--- src/hw/rtl/vchp_pkg.sv ---
// shared types and constants of the video chip host port
`default_nettype none

package vchp_pkg;

    localparam int VRAM_BYTES = 16384;
    localparam int REG_COUNT  = 64;
    localparam int VRAM_AW    = $clog2(VRAM_BYTES);
    localparam int ADDR_W     = 14;

    localparam logic [2:0] CMD_CTRL_WR   = 3'd0;
    localparam logic [2:0] CMD_DATA_WR   = 3'd1;
    localparam logic [2:0] CMD_DATA_RD   = 3'd2;
    localparam logic [2:0] CMD_STATUS_RD = 3'd3;
    localparam logic [2:0] CMD_STATUS_PK = 3'd4;
    localparam logic [2:0] CMD_VBLANK    = 3'd5;

    typedef struct packed {
        logic [2:0] command;
        logic [7:0] bus_byte;
    } cmd_item_t;

    typedef struct packed {
        logic [7:0] read_value;
        logic       reg_written;
        logic [5:0] reg_index;
        logic [7:0] reg_value;
    } rsp_item_t;

    typedef struct packed {
        logic               we;
        logic               re;
        logic [VRAM_AW-1:0] addr;
        logic [7:0]         wdata;
    } vram_req_t;

endpackage

`default_nettype wire

--- src/hw/rtl/vchp_ctrl.sv ---
// access sequencer: address, latch toggle, read-ahead, status flag and result register
`default_nettype none

module vchp_ctrl
    import vchp_pkg::*;
(
    input  wire logic      clk,
    input  wire logic      rst_n,
    input  wire logic      cmd_valid,
    output logic           cmd_ready,
    input  wire cmd_item_t cmd_item,
    output logic           rsp_valid,
    input  wire logic      rsp_ready,
    output rsp_item_t      rsp_item,
    output vram_req_t      vram_req,
    input  wire logic [7:0] vram_rdata
);

    localparam logic ST_IDLE  = 1'b0;
    localparam logic ST_FETCH = 1'b1;

    localparam logic [6:0] REG_LIMIT = 7'(REG_COUNT);

    logic              state_reg, state_next;
    logic [ADDR_W-1:0] addr_reg, addr_next;
    logic              latch_reg, latch_next;
    logic [7:0]        ahead_reg, ahead_next;
    logic              vblank_reg, vblank_next;
    logic              rsp_valid_reg, rsp_valid_next;
    rsp_item_t         rsp_item_reg, rsp_item_next;

    logic              accept;
    logic [ADDR_W-1:0] hi_addr;
    logic [7:0]        b;

    assign cmd_ready = (state_reg == ST_IDLE) && (!rsp_valid_reg || rsp_ready);
    assign accept    = cmd_valid && cmd_ready;
    assign b         = cmd_item.bus_byte;
    assign hi_addr   = {b[5:0], addr_reg[7:0]};
    assign rsp_valid = rsp_valid_reg;
    assign rsp_item  = rsp_item_reg;

    always_comb
    begin
        state_next     = state_reg;
        addr_next      = addr_reg;
        latch_next     = latch_reg;
        ahead_next     = ahead_reg;
        vblank_next    = vblank_reg;
        rsp_item_next  = rsp_item_reg;
        rsp_valid_next = rsp_valid_reg && !rsp_ready;
        vram_req       = '0;

        if (state_reg == ST_FETCH)
        begin
            ahead_next = vram_rdata;
            state_next = ST_IDLE;
        end

        if (accept)
        begin
            rsp_valid_next = 1'b1;
            rsp_item_next  = '0;
            unique case (cmd_item.command)
                CMD_CTRL_WR:
                begin
                    if (latch_reg)
                    begin
                        addr_next  = hi_addr;
                        latch_next = 1'b0;
                        if (b[7] && ({1'b0, b[5:0]} < REG_LIMIT))
                        begin
                            rsp_item_next.reg_written = 1'b1;
                            rsp_item_next.reg_index   = b[5:0];
                            rsp_item_next.reg_value   = addr_reg[7:0];
                        end
                        if (b[7:6] == 2'b00)
                        begin
                            vram_req.re   = 1'b1;
                            vram_req.addr = hi_addr[VRAM_AW-1:0];
                            addr_next     = hi_addr + 1'b1;
                            state_next    = ST_FETCH;
                        end
                    end
                    else
                    begin
                        addr_next  = {addr_reg[ADDR_W-1:8], b};
                        latch_next = 1'b1;
                    end
                end
                CMD_DATA_WR:
                begin
                    vram_req.we    = 1'b1;
                    vram_req.addr  = addr_reg[VRAM_AW-1:0];
                    vram_req.wdata = b;
                    ahead_next     = b;
                    addr_next      = addr_reg + 1'b1;
                    latch_next     = 1'b0;
                end
                CMD_DATA_RD:
                begin
                    rsp_item_next.read_value = ahead_reg;
                    vram_req.re   = 1'b1;
                    vram_req.addr = addr_reg[VRAM_AW-1:0];
                    addr_next     = addr_reg + 1'b1;
                    latch_next    = 1'b0;
                    state_next    = ST_FETCH;
                end
                CMD_STATUS_RD:
                begin
                    rsp_item_next.read_value = {vblank_reg, 7'b0};
                    vblank_next = 1'b0;
                    latch_next  = 1'b0;
                end
                CMD_STATUS_PK:
                begin
                    rsp_item_next.read_value = {vblank_reg, 7'b0};
                end
                CMD_VBLANK:
                begin
                    vblank_next = 1'b1;
                end
                default:
                begin
                end
            endcase
        end
    end

    always_ff @(posedge clk or negedge rst_n)
    begin
        if (!rst_n)
        begin
            state_reg     <= ST_IDLE;
            addr_reg      <= '0;
            latch_reg     <= 1'b0;
            ahead_reg     <= '0;
            vblank_reg    <= 1'b0;
            rsp_valid_reg <= 1'b0;
            rsp_item_reg  <= '0;
        end
        else
        begin
            state_reg     <= state_next;
            addr_reg      <= addr_next;
            latch_reg     <= latch_next;
            ahead_reg     <= ahead_next;
            vblank_reg    <= vblank_next;
            rsp_valid_reg <= rsp_valid_next;
            rsp_item_reg  <= rsp_item_next;
        end
    end

endmodule

`default_nettype wire
--- config.mk ---
export PLATFORM = sky130hd
export DESIGN_NAME = vchp_ctrl
export DESIGN_NICKNAME = d
export VERILOG_FILES = /design/src/hw/rtl/vchp_pkg.sv /design/src/hw/rtl/vchp_ctrl.sv
export SDC_FILE = /design/constraint.sdc
export NUM_CORES = 1
export LEC_CHECK = 0
export BUFFER_PORTS_ARGS = -buffer_cell sky130_fd_sc_hd__buf_2
export CAP_MARGIN = 10
export CORE_MARGIN = 2
export CORE_UTILIZATION = 48
export DETAILED_ROUTE_END_ITERATION = 16
export GPL_TIMING_DRIVEN = 0
export PLACE_DENSITY = 0.77
export SYNTH_ARGS = -nofsm -noshare
export SYNTH_HDL_FRONTEND = slang
export SYNTH_SLANG_ARGS = --single-unit
--- constraint.sdc ---
create_clock -name clk -period 1.7 [get_ports clk]
set_input_delay 0.255 -clock clk [delete_from_list [all_inputs] [get_ports clk]]
set_output_delay 0.255 -clock clk [all_outputs]
set_load 0.02 [all_outputs]
# == Word level (Yosys, flattened, before mapping) ==
# Cells that the tools add are included.
# op_classes
eq_ne,7
muxes,25
reduce_logical,18
add_sub_neg,2
n_bitwise,1
# op_table
operator,n
$mux 15,5
$pmux 14 s2,2
$mux 8,4
$add 14x1->14 const B,2
$mux 14,2
$mux 24,1
$pmux 8 s2,1
$pmux 1 s2,4
$eq 3x2->1 const B,2
$eq 3x3->1 const B,2
$mux 1,6
$reduce_and 3->1,2
$reduce_bool 2->1,3
$reduce_and 2->1,2
$reduce_or 2->1,2
$eq 3x1->1 const B,1
$logic_and 1x1->1,3
$logic_not 3->1,1
$ne 3x3->1 const B,1
$reduce_or 3->1,1
$logic_not 1->1,2
$logic_not 2->1,1
$ne 2x2->1 const B,1
$logic_or 1x1->1,1
$not 1->1,1
# totals
register_bits,49
elab_cells,64
output_inout_bits,49

# == Logic depth before layout (Yosys ltp) ==
# logic_depth
word_depth,5
mapped_depth,8
mapped_depth_nobuf,6

# == Least setup slack after synthesis ==
# Ideal clock, no wire load.
# synth_path
path_type,flip-flop to output port
startpoint,"register rsp_valid_reg, in the netlist rsp_valid"
endpoint,output port vram_req[6] (netlist bit)
required_ps,1445
t_arrival_ps,1701
stages_incl_launch_ff,7
path_slack_ps,-256
cell_sequence,dfrtp_1 > nor2b_1 > nor3_2 > and3b_1 > buf_2 > buf_2 > and2_1
# synth_rtl
element,line,rtl
start: declaration,vchp_ctrl.sv:29,"logic rsp_valid_reg, rsp_valid_next;"
start signal: assignment,vchp_ctrl.sv:149,rsp_valid_reg <= rsp_valid_next;
end: declaration,vchp_ctrl.sv:15,"output vram_req_t vram_req,"

==> results.md <==
- Status: complete, but fails checks
- Failing checks: setup timing
- Final worst path period share: 116%
- RSZ-0062 raised after global routing: true
- I/O pins: 72
- Core region area: 0.00547 sq mm
- Vias: 2769
- Layout cell share with drive strength beyond 1: 45.2%
- FP Rows: 27
- DRT Wirelength: 8.51 mm
- Syn Nets: 299
- Power Total: 3.46 mW
- Initial antenna violation count: 0
- Net Sw Frac: 32.2%
- Register bit total from synthesis: 49
- Comb power frac: between 20% and 30%
- Final-report setup violation count: 36
- Area leader, netlist: dfrtp_1
- Slew margin rel.: 59.5%
- TritonCTS Buffers: 5
- DRC: 0
- Clock sinks: just under 50
- Total GRT Usage: 25.8%
- DP HPWL: 5.27 mm
- Die width: 79.2 microns
- Actual slew at the worst max-slew pin: 0.606 ns
- Final period demand of the worst path: 1.98 ns
- CP required: 1.44 ns
- WP buf/inv: 4
- CTS clk-pin slew, worst paths: ~0.090 ns
- H-tree depth: 2
- Internal: 2.34 mW
- CP max-delay cell: dfrtp_1
- Critical path class: reg2out
- TritonRoute pass-1 iters: 5
- Pleak: 1.81 nW
- Number of port buffers: 69
- DRT iter0 DRCs: about 250
- Fillers: 386
- Reg power frac: about 44%
- CP dominant cell by count: buf_6
- Vias per cell: 6.06
- First-pass GRT wire length: between 10 and 15 mm
- Syn Inst Count: around 280
- Sequential share of the synthesized area: 45.2%
- Synth top area share: 45.2%
- Fin Hold WS: 0.208 ns
- Routed len/inst: 18.6 microns
- P&R area growth vs syn: 42.9%
- Peak VDD IR: 0.000713 V
- Syn Std Cell Area: ~0.0027 sq mm
- Critical path cell sequence: buf_6, nor2b_4, nand2_4, clkbuf_16, nor4_4, buf_4, buf_6
- Die H: 79.2 microns
- Max Clock Skew: 0.00504 ns
- Die ar.: about 0.0063 sq mm
- CP Max Fanout: 10
- Largest net degree at the start of global routing: 50
- Clock Power Share: 29.4%
- Setup tns final: -6.48 ns
- Root buf cell: clkbuf_8
- Synth warn: 0
- Antenna viol nets, final: 0
- Fin. Hold Viols: 0
- Worst stage delay on the critical path: 0.42 ns
- Worst Path Arrival: 1.72 ns
- PD cells: 893 mW/mm^2
- Final net count: just over 400
- Syn Area/Cell: roughly 9.9 sq um
- Synth cell types: 52
- Worst setup EP type: output pin
- Initial Util: roughly half
- EDFF count, synth: 0
- Max Cap Viol: 0
- Psw: 1.11 mW
- Grt ovf: 0
- Setup ws final: -0.279 ns
- Max reg flops: 23
- Vias in the first global route: 2564
- Antenna diodes: 0
- Max Clk Rate: 505 MHz
- Worst slack at placement: -0.550 ns
- Final slew viol count: 0
- CTS Buffer Depth: 2
- Global placer's final weighted congestion: 0.880
- Synth Flop Type: dfrtp_1
- Clk_lat worst skew: 0.31 ns
- Worst hold path type: in2reg
- Crit-path leading delay family: buffers and inverters
- TritonCTS clock tree: yes
- Startpoint types: register
- Ranking of synthesized cells by area: dfrtp_1 (45%), a22o_1 (6.8%), and2_1 (3.9%), mux2i_1 (3.7%), nor2_1 (2.8%)
- Asr flop ratio synth: 100%
## layout make-up
| class | count | area [sq um] | area share, % |
|---|---|---|---|
| repair buffers | 102 | 682 | 17.6 |
| plain buffers | 17 | 158 | 4.07 |
| well taps | 72 | 90.1 | 2.32 |
| clock buffers | 5 | 68.8 | 1.78 |
| inverters | 5 | 18.8 | 0.484 |
| flip-flops and latches | 49 | 1240 | 31.9 |
| clock inverters | 3 | 68.8 | 1.78 |
| multi-input cells | 204 | 1550 | 40.1 |
## worst paths after layout
path / start / endpoint / slack (ns) / depth (start not counted)
max: state_reg / vram_req[22] / -0.28 / 7
min: cmd_item[9] / vblank_reg / 0.21 / 2
max reg2reg: state_reg / addr_reg[0] / -0.13 / 8
min reg2reg: rsp_item[14] / rsp_item[14] / 0.49 / 1
max in group asynchronous: rst_n / addr_reg[4] / 0.85 / 3
min in group asynchronous: rst_n / rsp_item[6] / 0.33 / 2
## routing by layer
layer	up-vias	wire [microns]	global-route usage [%]	part of all wire [%]
met2	153	4130	42.2	49
met4	0	258	8.45	3.0
met3	34	648	4.55	7.6
met1	1355	3470	34.7	41
li1	1227	-	-	-
met5	-	0	0	0
## power by group through the flow
stage / Sequential (mW) / Combinational, mW / Clock (mW)
3_3_place_gp: 1.52 / 0.639 / 0
6_report: 1.54 / 0.907 / 1.02
2_1_floorplan: 1.51 / 0.430 / 0
4_1_cts: 1.50 / 0.771 / 1.02
5_1_grt: 1.55 / 0.992 / 1.07
3_5_place_dp: 1.53 / 0.659 / 0
## through the flow
stage | util [%] | instance area [sq um] | instances
after floorplan | - | 2760 | 275
after CTS | 66.1 | 3620 | 442
after global placement | 58.4 | 3190 | 416
after global routing | 70.8 | 3870 | 457
after detailed placement | 58.4 | 3190 | 416
final | 70.8 | 3870 | 457
## cell families after synthesis
family,Yosys count,synth area share [%]
adders and majority gates,1,0.461
muxes,12,4.52
buffers and inverters,22,4.25
xor gates and xnor gates,7,2.26
AOI/OAI and AO/OA,83,21.6
DFF,49,45.2
and+or+nand+nor,101,21.7
## timing repair
| item | 4_1_cts | 5_1_grt |
|---|---|---|
| gates resized for setup | 41 | 35 |
| setup buffers | 20 | 13 |
| endpoints found under the setup margin | 52 | 60 |
| hold buffers | 0 | 1 |
| gates cloned | 0 | 1 |
| endpoints found under the hold margin | 0 | 9 |
| pin swaps | 5 | 7 |
## cell usage in the layout, fill, tap and decap left out, types with 4 or more instances in the layout
| cell | n |
|---|---|
| a22oi_1 | 7 |
| mux2i_1 | 10 |
| o21ai_0 | 9 |
| and2_1 | 8 |
| a21oi_1 | 11 |
| inv_1 | 5 |
| o21bai_1 | 9 |
| a22o_1 | 21 |
| buf_6 | 17 |
| nor2_1 | 16 |
| o21ai_1 | 9 |
| xnor2_1 | 4 |
| dfrtp_2 | 8 |
| nand3_1 | 8 |
| a31oi_1 | 5 |
| buf_2 | 62 |
| clkbuf_8 | 5 |
| and2_2 | 7 |
| buf_4 | 32 |
| dfrtp_1 | 41 |
| nand2_1 | 11 |
## Yosys cell counts, types with 2 or more instances
library cell / n
nor2b_1: 3
xnor2_1: 4
o21ai_1: 8
or2_1: 2
dfrtp_1: 49
nand4_2: 2
nand2_1: 13
clkbuf_1: 4
nor3_1: 5
a31oi_1: 5
and2_1: 17
xor2_1: 3
inv_1: 5
buf_4: 4
o21ai_0: 10
nand4_1: 3
or3_1: 4
nand2b_1: 2
nor4_1: 6
a21oi_1: 11
o311ai_1: 2
and3_1: 3
nor3_2: 2
buf_2: 7
o21bai_1: 10
mux2_2: 2
nor2_1: 20
a22o_1: 21
and3b_1: 2
a22oi_1: 7
nand3_1: 9
mux2i_1: 10
Note: power is estimated with default switching activity, not from simulation.
